--- src/sv/upd_pkg.sv ---
`timescale 1ns / 1ps
// ---------------------------------------------------------------------------
// URL percent decoder package
// Character codes and hex digit helpers for the front end, and the queued
// result bundle that the front end, the queue and the back end share.
// ---------------------------------------------------------------------------
package upd_pkg;

  localparam logic [7:0] CH_PLUS  = 8'h2B;
  localparam logic [7:0] CH_PCT   = 8'h25;
  localparam logic [7:0] CH_SPACE = 8'h20;
  localparam logic [7:0] CH_ZERO  = 8'h30;
  localparam logic [7:0] CH_LOWA  = 8'h61;
  localparam logic [7:0] CH_UPA   = 8'h41;

  // Result bytes caused by one input beat, in emission order.
  typedef struct packed {
    logic [7:0] b0;
    logic [7:0] b1;
    logic [7:0] b2;
    logic [1:0] cnt;   // one to three bytes are valid
    logic       last;  // the beat closed its string
  } upd_bundle_t;

  // Queue status seen by the front end and the back end.
  typedef struct packed {
    logic full;
    logic empty;
  } upd_q_status_t;

  // True when the character is 0-9, a-f or A-F.
  function automatic logic is_hex(input logic [7:0] c);
    logic r;
    r = ((c >= CH_ZERO) && (c <= CH_ZERO + 8'd9)) ||
        ((c >= CH_LOWA) && (c <= CH_LOWA + 8'd5)) ||
        ((c >= CH_UPA)  && (c <= CH_UPA  + 8'd5));
    return r;
  endfunction

  // Nibble value of a hex character; meaningless for other characters.
  function automatic logic [3:0] hex_nibble(input logic [7:0] c);
    logic [7:0] v;
    if ((c >= CH_LOWA) && (c <= CH_LOWA + 8'd5)) begin
      v = c - CH_LOWA + 8'd10;
    end else if ((c >= CH_UPA) && (c <= CH_UPA + 8'd5)) begin
      v = c - CH_UPA + 8'd10;
    end else begin
      v = c - CH_ZERO;
    end
    return v[3:0];
  endfunction

endpackage

--- src/sv/upd_enc_if.sv ---
`timescale 1ns / 1ps
// ---------------------------------------------------------------------------
// Encoded byte channel
// Valid/ready channel that carries one raw byte of an encoded string.
// ---------------------------------------------------------------------------
interface upd_enc_if;
  logic       valid;
  logic       ready;
  logic [7:0] in_byte;
  logic       string_last;

  modport source (output valid, output in_byte, output string_last, input ready);
  modport sink   (input valid, input in_byte, input string_last, output ready);
endinterface

--- src/sv/upd_dec_if.sv ---
`timescale 1ns / 1ps
// ---------------------------------------------------------------------------
// Decoded byte channel
// Valid/ready channel that carries one decoded byte and its end markers.
// ---------------------------------------------------------------------------
interface upd_dec_if;
  logic       valid;
  logic       ready;
  logic [7:0] out_byte;
  logic       run_last;
  logic       string_done;

  modport source (output valid, output out_byte, output run_last,
                  output string_done, input ready);
  modport sink   (input valid, input out_byte, input run_last,
                  input string_done, output ready);
endinterface

--- src/sv/upd_front.sv ---
`timescale 1ns / 1ps
// ---------------------------------------------------------------------------
// URL percent decoder front end
// Accepts encoded bytes, tracks the escape phase and forms the bundle of
// result bytes that each beat causes.
// ---------------------------------------------------------------------------
module upd_front (
  input  logic                  clk,
  input  logic                  rst,
  upd_enc_if.sink               enc,
  input  upd_pkg::upd_q_status_t q_stat,
  output logic                  push,
  output upd_pkg::upd_bundle_t  push_data
);

  typedef enum logic [1:0] {
    PH_IDLE  = 2'd0,
    PH_PCT   = 2'd1,
    PH_DIGIT = 2'd2
  } phase_t;

  phase_t     phase;
  phase_t     phase_next;
  logic [7:0] held_digit;
  logic [7:0] held_next;
  logic       accept;
  logic [7:0] res [3];
  logic [1:0] n;
  logic       b_hex;

  assign enc.ready = !q_stat.full;
  assign accept    = enc.valid && enc.ready;
  assign b_hex     = upd_pkg::is_hex(enc.in_byte);

  // Classify the beat against the current phase and collect its results.
  always_comb begin
    logic rescan;
    rescan     = 1'b0;
    phase_next = PH_IDLE;
    held_next  = held_digit;
    n          = 2'd0;
    res[0]     = '0;
    res[1]     = '0;
    res[2]     = '0;

    case (phase)
      PH_PCT: begin
        if (b_hex) begin
          held_next  = enc.in_byte;
          phase_next = PH_DIGIT;
        end else begin
          res[n] = upd_pkg::CH_PCT;
          n      = n + 2'd1;
          rescan = 1'b1;
        end
      end
      PH_DIGIT: begin
        if (b_hex) begin
          res[n] = {upd_pkg::hex_nibble(held_digit), upd_pkg::hex_nibble(enc.in_byte)};
          n      = n + 2'd1;
        end else begin
          res[n] = upd_pkg::CH_PCT;
          n      = n + 2'd1;
          res[n] = held_digit;
          n      = n + 2'd1;
          rescan = 1'b1;
        end
      end
      default: begin
        rescan = 1'b1;
      end
    endcase

    // Ordinary handling of a byte outside an escape.
    if (rescan) begin
      if (enc.in_byte == upd_pkg::CH_PLUS) begin
        res[n] = upd_pkg::CH_SPACE;
        n      = n + 2'd1;
      end else if (enc.in_byte == upd_pkg::CH_PCT) begin
        phase_next = PH_PCT;
      end else begin
        res[n] = enc.in_byte;
        n      = n + 2'd1;
      end
    end

    // The end of a string flushes a pending escape literally.
    if (enc.string_last) begin
      if (phase_next == PH_PCT) begin
        res[n] = upd_pkg::CH_PCT;
        n      = n + 2'd1;
      end else if (phase_next == PH_DIGIT) begin
        res[n] = upd_pkg::CH_PCT;
        n      = n + 2'd1;
        res[n] = held_next;
        n      = n + 2'd1;
      end
      phase_next = PH_IDLE;
    end
  end

  assign push           = accept && (n != 2'd0);
  assign push_data.b0   = res[0];
  assign push_data.b1   = res[1];
  assign push_data.b2   = res[2];
  assign push_data.cnt  = n;
  assign push_data.last = enc.string_last;

  // Escape state advances on every accepted beat.
  always_ff @(posedge clk) begin
    if (rst) begin
      phase      <= PH_IDLE;
      held_digit <= '0;
    end else if (accept) begin
      phase      <= phase_next;
      held_digit <= held_next;
    end
  end

endmodule

--- src/sv/upd_queue.sv ---
`timescale 1ns / 1ps
// ---------------------------------------------------------------------------
// URL percent decoder bundle queue
// Short register queue of result bundles between the front and back ends.
// ---------------------------------------------------------------------------
module upd_queue #(
  parameter int DEPTH = 4
) (
  input  logic                   clk,
  input  logic                   rst,
  input  logic                   push,
  input  upd_pkg::upd_bundle_t   push_data,
  input  logic                   pop,
  output upd_pkg::upd_bundle_t   head,
  output upd_pkg::upd_q_status_t q_stat
);

  localparam int AW = (DEPTH > 1) ? $clog2(DEPTH) : 1;
  localparam int CW = $clog2(DEPTH + 1);
  localparam logic [AW-1:0] LAST_SLOT = AW'(DEPTH - 1);
  localparam logic [CW-1:0] FULL_LVL  = CW'(DEPTH);

  upd_pkg::upd_bundle_t slots [DEPTH];
  logic [AW-1:0] wr_ptr;
  logic [AW-1:0] rd_ptr;
  logic [CW-1:0] level;

  assign head         = slots[rd_ptr];
  assign q_stat.full  = (level == FULL_LVL);
  assign q_stat.empty = (level == '0);

  // Storage is written only at the tail.
  always_ff @(posedge clk) begin
    if (push) begin
      slots[wr_ptr] <= push_data;
    end
  end

  // Pointers and fill level.
  always_ff @(posedge clk) begin
    if (rst) begin
      wr_ptr <= '0;
      rd_ptr <= '0;
      level  <= '0;
    end else begin
      if (push) begin
        wr_ptr <= (wr_ptr == LAST_SLOT) ? '0 : wr_ptr + AW'(1);
      end
      if (pop) begin
        rd_ptr <= (rd_ptr == LAST_SLOT) ? '0 : rd_ptr + AW'(1);
      end
      if (push && !pop) begin
        level <= level + CW'(1);
      end else if (pop && !push) begin
        level <= level - CW'(1);
      end
    end
  end

endmodule

--- src/sv/upd_back.sv ---
`timescale 1ns / 1ps
// ---------------------------------------------------------------------------
// URL percent decoder back end
// Walks the bundle at the head of the queue and sends its bytes one beat at
// a time, marking the final byte of each bundle and of each string.
// ---------------------------------------------------------------------------
module upd_back (
  input  logic                   clk,
  input  logic                   rst,
  input  upd_pkg::upd_bundle_t   head,
  input  upd_pkg::upd_q_status_t q_stat,
  output logic                   pop,
  upd_dec_if.source              dec
);

  logic [1:0] idx;
  logic       final_byte;
  logic       accept;

  assign final_byte = (idx == head.cnt - 2'd1);
  assign accept     = dec.valid && dec.ready;
  assign pop        = accept && final_byte;

  // Present the selected byte of the head bundle.
  always_comb begin
    case (idx)
      2'd0:    dec.out_byte = head.b0;
      2'd1:    dec.out_byte = head.b1;
      default: dec.out_byte = head.b2;
    endcase
  end

  assign dec.valid       = !q_stat.empty;
  assign dec.run_last    = final_byte;
  assign dec.string_done = final_byte && head.last;

  // Byte index within the head bundle.
  always_ff @(posedge clk) begin
    if (rst) begin
      idx <= '0;
    end else if (accept) begin
      idx <= final_byte ? 2'd0 : idx + 2'd1;
    end
  end

endmodule

--- src/sv/url_percent_decoder_unit.sv ---
`timescale 1ns / 1ps
// ---------------------------------------------------------------------------
// URL percent decoder
// Streaming decoder of URL-encoded strings: '+' to space, %XX escapes to
// the byte they spell, broken escapes emitted literally.
// ---------------------------------------------------------------------------
//
//   Port   Direction  Beat carries
//   -----  ---------  ---------------------------------------------
//   enc    sink       in_byte, string_last (one raw byte)
//   dec    source     out_byte, run_last, string_done (one result)
//
// An encoded byte is taken while the queue has room; its zero to three
// result bytes leave one per cycle from the queue head while the receiver
// is ready, so a string of plain bytes runs at one byte per cycle when
// neither channel stalls, and a broken escape adds extra bytes at the output.
// The input stalls only when the DEPTH-entry bundle queue is full.
// Reset is synchronous; it empties the queue and returns to the idle phase.
//
module url_percent_decoder_unit #(
  parameter int DEPTH = 4
) (
  input  logic      clk,
  input  logic      rst,
  upd_enc_if.sink   enc,
  upd_dec_if.source dec
);

  logic                   push;
  logic                   pop;
  upd_pkg::upd_bundle_t   push_data;
  upd_pkg::upd_bundle_t   head;
  upd_pkg::upd_q_status_t q_stat;

  upd_front u_front (
    .clk       (clk),
    .rst       (rst),
    .enc       (enc),
    .q_stat    (q_stat),
    .push      (push),
    .push_data (push_data)
  );

  upd_queue #(
    .DEPTH (DEPTH)
  ) u_queue (
    .clk       (clk),
    .rst       (rst),
    .push      (push),
    .push_data (push_data),
    .pop       (pop),
    .head      (head),
    .q_stat    (q_stat)
  );

  upd_back u_back (
    .clk    (clk),
    .rst    (rst),
    .head   (head),
    .q_stat (q_stat),
    .pop    (pop),
    .dec    (dec)
  );

  // The final beat of a string always leaves at least one result queued.
  a_last_yields : assert property (@(posedge clk) disable iff (rst)
    enc.valid && enc.ready && enc.string_last |=> !q_stat.empty)
    else $error("string end left no result in the queue");

  // A bundle is only retired from a non-empty queue.
  a_pop_nonempty : assert property (@(posedge clk) disable iff (rst)
    pop |-> !q_stat.empty)
    else $error("bundle retired from an empty queue");

  // Queued bundles never hold zero bytes.
  a_bundle_count : assert property (@(posedge clk) disable iff (rst)
    push |-> push_data.cnt != 2'd0)
    else $error("empty bundle written to the queue");

endmodule

--- src/flat_wrapper.sv ---
// flat-port wrapper written by rule: the top's interface ports become plain ports
module url_percent_decoder_unit_flat 
#(
  parameter int DEPTH = 4
)
  (clk, rst, enc_valid, enc_in_byte, enc_string_last, enc_ready, dec_valid, dec_out_byte, dec_run_last, dec_string_done, dec_ready);
  upd_enc_if enc_i ();
  upd_dec_if dec_i ();
  input  logic clk;
  input  logic rst;
  input wire logic [$bits(enc_i.valid)-1:0] enc_valid;
  input wire logic [$bits(enc_i.in_byte)-1:0] enc_in_byte;
  input wire logic [$bits(enc_i.string_last)-1:0] enc_string_last;
  output wire logic [$bits(enc_i.ready)-1:0] enc_ready;
  output wire logic [$bits(dec_i.valid)-1:0] dec_valid;
  output wire logic [$bits(dec_i.out_byte)-1:0] dec_out_byte;
  output wire logic [$bits(dec_i.run_last)-1:0] dec_run_last;
  output wire logic [$bits(dec_i.string_done)-1:0] dec_string_done;
  input wire logic [$bits(dec_i.ready)-1:0] dec_ready;
  assign enc_i.valid = enc_valid;
  assign enc_i.in_byte = enc_in_byte;
  assign enc_i.string_last = enc_string_last;
  assign enc_ready = enc_i.ready;
  assign dec_valid = dec_i.valid;
  assign dec_out_byte = dec_i.out_byte;
  assign dec_run_last = dec_i.run_last;
  assign dec_string_done = dec_i.string_done;
  assign dec_i.ready = dec_ready;
  url_percent_decoder_unit #(.DEPTH(DEPTH)) u_core (.clk(clk), .rst(rst), .enc(enc_i), .dec(dec_i));
endmodule
--- config.mk ---
export PLATFORM = sky130hd
export DESIGN_NAME = url_percent_decoder_unit_flat
export DESIGN_NICKNAME = d
export VERILOG_FILES = /design/src/sv/upd_pkg.sv /design/src/sv/upd_enc_if.sv /design/src/sv/upd_dec_if.sv /design/src/sv/upd_front.sv /design/src/sv/upd_queue.sv /design/src/sv/upd_back.sv /design/src/sv/url_percent_decoder_unit.sv /design/src/flat_wrapper.sv
export SDC_FILE = /design/constraint.sdc
export NUM_CORES = 1
export LEC_CHECK = 0
export BUFFER_PORTS_ARGS = -buffer_cell sky130_fd_sc_hd__buf_2
export CAP_MARGIN = 20
export CORE_MARGIN = 1.5
export CORE_UTILIZATION = 67
export DETAILED_ROUTE_END_ITERATION = 6
export PLACE_DENSITY = 0.89
export REMOVE_ABC_BUFFERS = 1
export SYNTH_ARGS = -nofsm -noshare
export SYNTH_HDL_FRONTEND = slang
export SYNTH_SLANG_ARGS = --single-unit
export TNS_END_PERCENT = 50
--- constraint.sdc ---
create_clock -name clk -period 7.6 [get_ports clk]
set_input_delay 1.14 -clock clk [delete_from_list [all_inputs] [get_ports clk]]
set_output_delay 1.14 -clock clk [all_outputs]
set_load 0.05 [all_outputs]
==> metrics.txt, run 1 <==
status completed; TritonCTS clock tree yes; die width 101 um; Yosys warning count 0; crit end category register; Post-Synth Simple-Gate Area roughly a tenth; CTS Hold Bufs 0; Reg area 0.00366 sq mm; Slew headroom 35.5%; post-CTS resize count 0; IO Pins 25; die area 0.0101 sq mm; Synth Area per Inst ~13 sq um; power per standard cell area around 310 mW/mm^2; post-synthesis cell area 0.00638 sq mm; Core Box Area 0.00924 sq mm; WP buf/inv 3; Seq cells post-synth approximately 130; Final #Nets 547; post-synthesis adder-cell area fraction between 5 and 6%; Clock Latency Late Sink 0.52 ns; initial antenna violation count 0; Leak Pwr 2.54 nW; post-synth cell types 66; post-synthesis xor/xnor area fraction less than 1%; Crit-path slowest cell or3b_2; Routed WL 16300 um; Num CTS Buffers 17; post-synthesis sequential area ratio 57.4%; total number of vias 4451; hold_ws 0.506 ns; antenna fix cells 0; Hold WC Path Type register to register; chip height 101 um; unrepaired setup endpoints after global routing false; Critical Path AT a little under 6 ns; fraction of layout cells with a size suffix above 1 approximately a fifth; final setup violation count 0; Yosys top cell area share between 50 and 60%; number of clock sinks 129; Clock Tree Root clkbuf_8; max-slew violation count 0; Peak Freq 188 MHz; GR Util All Layers about a third; final core occ 77.5%; detailed-placement wirelength estimate 9870 um; Post-synth ARST share 0%; drt initial violations 500; final worst slack 2.27 ns; depth of the CTS H-tree 4; area of the multi-input gates between 0.002 and 0.0025 sq mm; antenna-violating nets left 0; vias in the first global route 4440; initial core utilization a little under 70%; setup TNS 0 ns; cell-by-cell trace of the critical path buf_2 -> inv_1 -> ha_1 -> or3b_2 -> and3_1 -> or3_1 -> ha_1 -> a31oi_1 -> ha_1 -> a21o_1 -> nand2_1 -> a21oi_1 -> a211o_2 -> ha_1 -> inv_1 -> fa_1 -> xor2_1 -> or3_1 -> a21oi_1; row count 35; Worst-path clk slew 0.06 ns; CTS Buffer Depth 2; cells after synthesis 482; fill count ~540; CP top delay family adder cells; Crit Path Class input pin to register; worst stage delay on the critical path 0.50 ns; largest net degree at the start of global routing 28; Critical Path Stages 19; fin crit share 70.2%; routability congestion estimate 0.985; hold path cells 2; Startpoint Class input pin; top cell type by total area after synthesis edfxtp_1; portion of netlist area occupied by mux cells between 10 and 15%; Port Buffers 24; Main synth FF type edfxtp_1; CP required 8.05 ns; combinational family with the most area after synthesis compound AO/OA/AOI/OAI gates; GRT overflow 0; clock period minus worst slack 5.33 ns; Final Hold Fails 0; Post-route DRC 0; Compound-Gate Fraction of Synth Area 11.7%; # Max-Cap Violations 0; Setup Skew 0.0117 ns; EDFF count, synth 108; area grow syn2layout 12.3%; dpl ws 1.80 ns; Reg2Reg Depth 17; peak supply drop 167 uV; post-CTS setup repair buffer count 0; most frequent CP cell ha_1; Worst-Margin Slew 0.967 ns; wire length of the first global-routing pass 24900 um; area of placed instances between 0.006 and 0.007 sq mm; CP max FO 9; Pre-Repair DR Iteration Count 7; WL per Instance 25.1 um; dominant cells by area after synthesis edfxtp_1, mux4_2, dfxtp_1; fin area between 0.007 and 0.008 sq mm; vias per cell 6.88
worst register-to-register path, cell delays in order (launching register included):
cell and delay, ns:
dfxtp_1 0.38, inv_1 0.06, ha_1 0.46, nand2b_1 0.34, or3_1 0.42, ha_1 0.34, a31oi_1 0.36, ha_1 0.36
a21o_1 0.13, nand2_1 0.05, a21oi_1 0.15, a211o_2 0.19, ha_1 0.22, inv_1 0.08, fa_1 0.43, xor2_1 0.17
or3_1 0.31, a21oi_1 0.14
path summary, 6_finish.rpt:
kind                                              start                 endpoint  slack [ns]
worst max-delay path                     enc_in_byte[0]  u_core.u_queue.level[2]        2.27
worst min-delay path            u_core.u_queue.level[2]  u_core.u_queue.level[2]        0.51
worst max register to register  u_core.u_front.phase[0]  u_core.u_queue.level[2]        2.94
worst min register to register  u_core.u_queue.level[2]  u_core.u_queue.level[2]        0.51
registers in the layout, indices dropped and copies added, names as in the netlist, named ones only:
register                   count
u_core.u_queue.level           3
u_core.u_front.phase           2
u_core.u_queue.slots         108
u_core.u_back.idx              2
u_core.u_front.held_digit      8
u_core.u_queue.wr_ptr          2
u_core.u_queue.rd_ptr          2
through the flow:
step / instances / total power [W]
4_1_cts: 647 / 0.00222
5_1_grt: 647 / 0.00229
6_report: 647 / 0.00222
3_5_place_dp: 616 / 0.00143
3_3_place_gp: 616 / 0.00141
2_1_floorplan: 457 / 0.00129
cell usage after synthesis, types with 4 or more instances:
library cell and instances:
buf_1 6, dfxtp_1 21, and2_1 8, a22oi_1 12
nand2_1 31, o21ai_0 21, a211oi_1 6, or3_1 5
nand3_1 12, nor2_1 34, clkbuf_1 13, inv_1 28
ha_1 27, xnor2_1 5, and3_1 5, mux2i_1 8
nor3_1 6, a31oi_1 10, nand2b_1 5, a21oi_1 21
edfxtp_1 108, mux4_2 27, buf_2 4
where the power goes:
group          internal [W]  total (W)  switching [W]
clock network      0.000470   0.000787       0.000317
registers          0.000841   0.000899      0.0000582
logic              0.000184   0.000535       0.000351
logic make-up after synthesis:
family	count (synthesis)
muxes	36
xor gates and xnor gates	7
AOI/OAI and AO/OA	106
and+or+nand+nor	123
DFF	129
buffers and inverters	53
adders and majority gates	28
final cells by class:
type                       count  share of cell area [%]
inverter                      28                    1.47
sequential                   129                    51.2
clock buffer                  17                    5.78
clock inverter                14                    2.15
timing repair buffer          30                    2.31
multi-input combinational    300                    34.9
tap                          129                    2.25
layout by cell type, fill, tap and decap left out, types with 5 or more instances in the layout:
cell	count
a211oi_1	6
nor3_1	6
mux4_2	27
a31oi_1	10
a21oi_1	21
buf_4	6
nand2_1	31
clkbuf_16	16
buf_2	24
ha_1	27
nor2_1	34
xnor2_1	5
or3_1	5
o21ai_0	21
inv_1	28
and3_1	5
nand3_1	12
mux2i_1	8
a22oi_1	12
nand2b_1	5
dfxtp_1	20
and2_1	8
inv_6	6
edfxtp_1	108
per-layer routing:
metal | track usage, % | share of wire (%) | vias up
li1 | - | - | 1895
met1 | 43.7 | 37 | 2158
met2 | 58.3 | 49 | 321
met3 | 5.76 | 9.5 | 77
met4 | 14.4 | 4.3 | 0
met5 | 0 | 0 | -
(Power assumes the default switching activity.)
==> run 2, diff against run 1 <==
--- a/config.mk
+++ b/config.mk
@@ -8,9 +8,9 @@
 export BUFFER_PORTS_ARGS = -buffer_cell sky130_fd_sc_hd__buf_2
 export CAP_MARGIN = 20
 export CORE_MARGIN = 1.5
-export CORE_UTILIZATION = 67
+export CORE_UTILIZATION = 62
 export DETAILED_ROUTE_END_ITERATION = 6
-export PLACE_DENSITY = 0.89
+export PLACE_DENSITY = 0.84
 export REMOVE_ABC_BUFFERS = 1
 export SYNTH_ARGS = -nofsm -noshare
 export SYNTH_HDL_FRONTEND = slang
==> constraint.sdc (replaced) <==
create_clock -name clk -period 5 [get_ports clk]
set_input_delay 0.75 -clock clk [delete_from_list [all_inputs] [get_ports clk]]
set_output_delay 0.75 -clock clk [all_outputs]
set_load 0.05 [all_outputs]
==> metrics.txt, run 2 (same netlist as run 1, synthesis figures left out) <==
setup TNS 0 ns; CP required 5.45 ns; commonest non-fill, non-tap cell in the layout edfxtp_1; CTS Hold Bufs 0; met3 global-route usage 6.58%; IO Pins 25; crit end category register; Slew headroom 56.8%; fraction of layout cells with a size suffix above 1 between 20% and 30%; die width 104 um; Routed WL 14900 um; Clock Tree Root clkbuf_8; status completed; Setup Skew 0.0148 ns; max-slew violation count 0; Pre-Repair DR Iteration Count 5; initial core utilization 64.7%; chip height between 100 and 150 um; antenna fix cells 0; post-CTS setup repair buffer count 0; row count 36; drt initial violations ~470; grt met1 use 36.9%; r2r startpoint u_core.u_front.phase[0]; GR peak layer met2; total number of vias around 4400; vias in the first global route 4379; most frequent CP cell ha_1; most frequent cells in the layout edfxtp_1, nor2_1, nand2_1; vias per cell 6.51; Hold WC Path Type register to register; depth of the CTS H-tree 4; clock period minus worst slack 4.68 ns; Final Hold Fails 0; max reg flops 108; Critical Path AT 5.12 ns; Core Box Area 0.00986 sq mm; Reg2Reg Depth 17; CTS Buffer Depth 2; hold_ws a little over 0.5 ns; area grow syn2layout 14.8%; fill count 606; power per standard cell area 466 mW/mm^2; most flop-heavy register u_core.u_queue.slots; unrepaired setup endpoints after global routing false; area of the multi-input gates 0.00250 sq mm; detailed-placement wirelength estimate between 9000 and 10000 um; WL per Instance 22.2 um; Port Buffers 24; TritonCTS clock tree yes; hold path cells 2; # Max-Cap Violations 0; met2 GRT Util a little under half; Crit Path Class input pin to register; Setup crit start enc_in_byte[1]; largest net degree at the start of global routing 28; peak supply drop ~330 uV; Leak Pwr 2.65 nW; Final #Nets between 500 and 600; hold path start u_core.u_queue.rd_ptr[0]; GR Util All Layers 29.3%; Clock Latency Late Sink 0.52 ns; Crit-path slowest cell or3b_2; post-CTS resize count 0; Worst-path clk slew 0.06 ns; r2r endpoint u_core.u_queue.level[2]; fin crit share 93.6%; R2R setup slack 0.53 ns; cell-by-cell trace of the critical path buf_2 -> inv_1 -> ha_1 -> or3b_2 -> and3_1 -> or3_1 -> ha_1 -> a31oi_1 -> ha_1 -> a21o_1 -> nand2_1 -> a21oi_1 -> a211o_2 -> ha_1 -> inv_1 -> fa_1 -> xor2_1 -> or3_1 -> a21oi_1; Startpoint Class input pin; initial antenna violation count 0; Worst-Margin Slew 0.645 ns; worst stage delay on the critical path 0.51 ns; Largest regs u_core.u_queue.slots: 108 flops, u_core.u_front.held_digit: 8 flops, u_core.u_queue.level: 3 flops; GRT overflow 0; antenna-violating nets left 0; die area 0.0109 sq mm; Reg area between 0.003 and 0.004 sq mm; wire length of the first global-routing pass 23700 um; Num CTS Buffers 17; number of clock sinks roughly 130; routability congestion estimate ~0.99; Peak Freq about 210 MHz; final setup violation count 0; Post-route DRC 0; CP max FO 6
## run 2: metal layers
layer,share of wire (%),vias up,routed length (um)
met5,0,-,0
met4,4.1,0,609
met3,7.6,60,1130
met2,49,234,7280
met1,39,2131,5830
li1,-,1927,-
## run 2: through the flow
stage	cells	utilization (%)	power [W]	area [sq um]	setup slack (ns)
after global placement	636	68.1	0.00216	6720	0.0957
after global routing	668	74.3	0.00354	7330	0.0417
final	668	74.3	0.00341	7330	0.322
after CTS	668	74.3	0.00343	7330	0.379
after floorplan	457	-	0.00196	6270	0.188
after detailed placement	636	68.1	0.00219	6720	-0.155
## run 2: power breakdown
group          internal [W]  leakage, nW  switching [W]
Combinational      0.000287         1.15       0.000558
Clock              0.000783        0.299       0.000456
Sequential          0.00128         1.20      0.0000495
Total               0.00235         2.65        0.00106
## run 2: worst max path at each step
stage                     slack (ns)  cells after the start                       to
after floorplan                 0.19                     18  u_core.u_queue.level[2]
after global placement           0.1                     19  u_core.u_queue.level[2]
after detailed placement       -0.16                     19  u_core.u_queue.level[2]
after CTS                       0.38                     19  u_core.u_queue.level[2]
after global routing            0.04                     19  u_core.u_queue.level[2]
final                           0.32                     19  u_core.u_queue.level[2]
## run 2: critical path, delay by kind of cell
kind	cells	cell delay, ns
buffers and inverters	3	0.31
XOR/XNOR	1	0.19
AND/OR/NAND/NOR	5	1.49
adder cells (fa/ha/maj)	5	1.46
AO/OA/AOI/OAI	5	0.91
## run 2: cell type report
class | count | share of cell area (%)
multi-input cells | 300 | 34.1
inverters | 28 | 1.43
clock inverters | 11 | 1.69
well taps | 133 | 2.27
repair buffers | 46 | 3.89
clock buffers | 21 | 6.57
flip-flops and latches | 129 | 50.0
==> run 3, diff against run 2 <==
--- a/config.mk
+++ b/config.mk
@@ -8,9 +8,9 @@
 export BUFFER_PORTS_ARGS = -buffer_cell sky130_fd_sc_hd__buf_2
 export CAP_MARGIN = 20
 export CORE_MARGIN = 1.5
-export CORE_UTILIZATION = 62
+export CORE_UTILIZATION = 35
 export DETAILED_ROUTE_END_ITERATION = 6
-export PLACE_DENSITY = 0.84
+export PLACE_DENSITY = 0.54
 export REMOVE_ABC_BUFFERS = 1
 export SYNTH_ARGS = -nofsm -noshare
 export SYNTH_HDL_FRONTEND = slang
==> metrics.txt, run 3 (same netlist as run 1, synthesis figures left out) <==
status completed; antenna fix cells 0; die width approximately 140 um; Core Box Area 0.0179 sq mm; area grow syn2layout 18.0%; fin crit share 90.2%; Crit Path Class input pin to register; most frequent CP cell ha_1; GR Util All Layers between 10% and 20%; CP max FO 4; Crit-path slowest cell or3b_2; Clock Latency Late Sink 0.42 ns; GRT overflow 0; R2R setup slack 0.67 ns; total number of vias approximately 4200; Setup Skew about 0.0094 ns; fraction of layout cells with a size suffix above 1 about a quarter; largest net degree at the start of global routing 28; Hold WC Path Type register to register; most frequent cells in the layout edfxtp_1, nor2_1, nand2_1; WP buf/inv 3; initial antenna violation count 0; hold path start u_core.u_queue.rd_ptr[0]; row count 49; Port Buffers 24; number of clock sinks 129; Largest regs u_core.u_queue.slots: 108 flops, u_core.u_front.held_digit: 8 flops, u_core.u_queue.level: 3 flops; initial core utilization 35.7%; wire length of the first global-routing pass roughly 24000 um; Clock Tree Root clkbuf_16; cell-by-cell trace of the critical path buf_2 -> inv_1 -> ha_1 -> or3b_2 -> and3_1 -> or3_1 -> ha_1 -> a31oi_1 -> ha_1 -> a21o_1 -> nand2_1 -> a21oi_1 -> a211o_2 -> ha_1 -> inv_1 -> fa_1 -> xor2_1 -> or3_1 -> a21oi_1; r2r endpoint u_core.u_queue.level[2]; CP top delay family simple AND/OR/NAND/NOR gates; # Max-Cap Violations 0; drt initial violations 384; WL per Instance between 15 and 20 um; Routed WL 15200 um; clock period minus worst slack 4.51 ns; post-CTS setup repair buffer count 0; post-CTS resize count 0; vias in the first global route 4275; peak supply drop 232 uV; max reg flops ~110; vias per cell 5.45; hold_ws slightly below 0.5 ns; Critical Path AT 4.85 ns; final setup violation count 0; setup TNS 0 ns; Num CTS Buffers 17; worst stage delay on the critical path 0.49 ns; power per standard cell area about 480 mW/mm^2; met2 GRT Util 27.4%; chip height 138 um; unrepaired setup endpoints after global routing false; met3 global-route usage 4.05%; TritonCTS clock tree yes; GR peak layer met2; crit end category register; CTS Hold Bufs 0; antenna-violating nets left 0; depth of the CTS H-tree 4; most flop-heavy register u_core.u_queue.slots; Slew headroom 59.4%; die area 0.0191 sq mm; Reg2Reg Depth 17; CTS Buffer Depth 2; CP required approximately 5.3 ns; Pre-Repair DR Iteration Count 5; Worst-path clk slew 0.06 ns; Startpoint Class input pin; Leak Pwr 2.68 nW; commonest non-fill, non-tap cell in the layout edfxtp_1; detailed-placement wirelength estimate 10200 um; Post-route DRC 0; Final Hold Fails 0; r2r startpoint u_core.u_front.phase[0]; hold path cells 2; routability congestion estimate 0.892; Final #Nets 563; fill count around 1700; Peak Freq 222 MHz; grt met1 use 22.1%; max-slew violation count 0; IO Pins 25; Worst-Margin Slew approximately 0.60 ns
[run 3: cell count changes in the layout (fill, tap and decap cells not counted), sizes merged]
cell,delta
bufinv,+5
clkbuf,-3
clkinv,-2
[run 3: cell type report]
class / instances / area [sq um] / area share (%)
inverters: 28 / 105 / 1.40
clock inverters: 14 / 258 / 3.42
flip-flops and latches: 129 / 3660 / 48.7
repair buffers: 46 / 285 / 3.79
clock buffers: 18 / 429 / 5.70
multi-input cells: 300 / 2500 / 33.2
well taps: 229 / 287 / 3.81
[run 3: report_power, final]
group	leakage, nW	switching, W	total [W]	internal [W]
clock network	0.332	0.000455	0.00144	0.000985
logic	1.15	0.000552	0.000838	0.000286
registers	1.20	0.0000428	0.00132	0.00128
total	2.68	0.00105	0.00360	0.00255
[run 3: per-layer routing]
| layer | routed length, um | vias up | share of wire [%] |
|---|---|---|---|
| met1 | 6950 | 2115 | 46 |
| met2 | 7420 | 106 | 49 |
| met5 | 0 | - | 0 |
| met4 | 226 | 0 | 1.5 |
| li1 | - | 1930 | - |
| met3 | 614 | 14 | 4.0 |
[run 3: how the worst max path moves through the flow]
stage,start,to,slack (ns),depth (start not counted)
2_1_floorplan,enc_in_byte[1],u_core.u_queue.level[2],0.19,18
3_3_place_gp,enc_in_byte[0],u_core.u_queue.level[2],0.18,19
4_1_cts,enc_in_byte[1],u_core.u_queue.level[2],0.50,19
5_1_grt,enc_in_byte[1],u_core.u_queue.level[2],0.15,21
3_5_place_dp,enc_in_byte[1],u_core.u_queue.level[2],0.06,21
6_report,enc_in_byte[1],u_core.u_queue.level[2],0.49,19
[run 3: tightest hold or removal path: cells and delay by family, from the launching register on]
family | cells | cell delay [ns]
DFF | 1 | 0.32
AOI/OAI and AO/OA | 1 | 0.07
and+or+nand+nor | 1 | 0.06
[run 3: through the flow]
stage / cells / total power (W) / area [sq um] / worst slack [ns] / util, %
CTS: 764 / 0.00365 / 7530 / 0.498 / 42.1
global placement: 732 / 0.00218 / 6840 / 0.175 / 38.2
global route: 764 / 0.00375 / 7530 / 0.150 / 42.1
detailed placement: 732 / 0.00220 / 6840 / 0.0599 / 38.2
floorplan: 457 / 0.00196 / 6270 / 0.188 / -
finish: 764 / 0.00360 / 7530 / 0.491 / 42.1
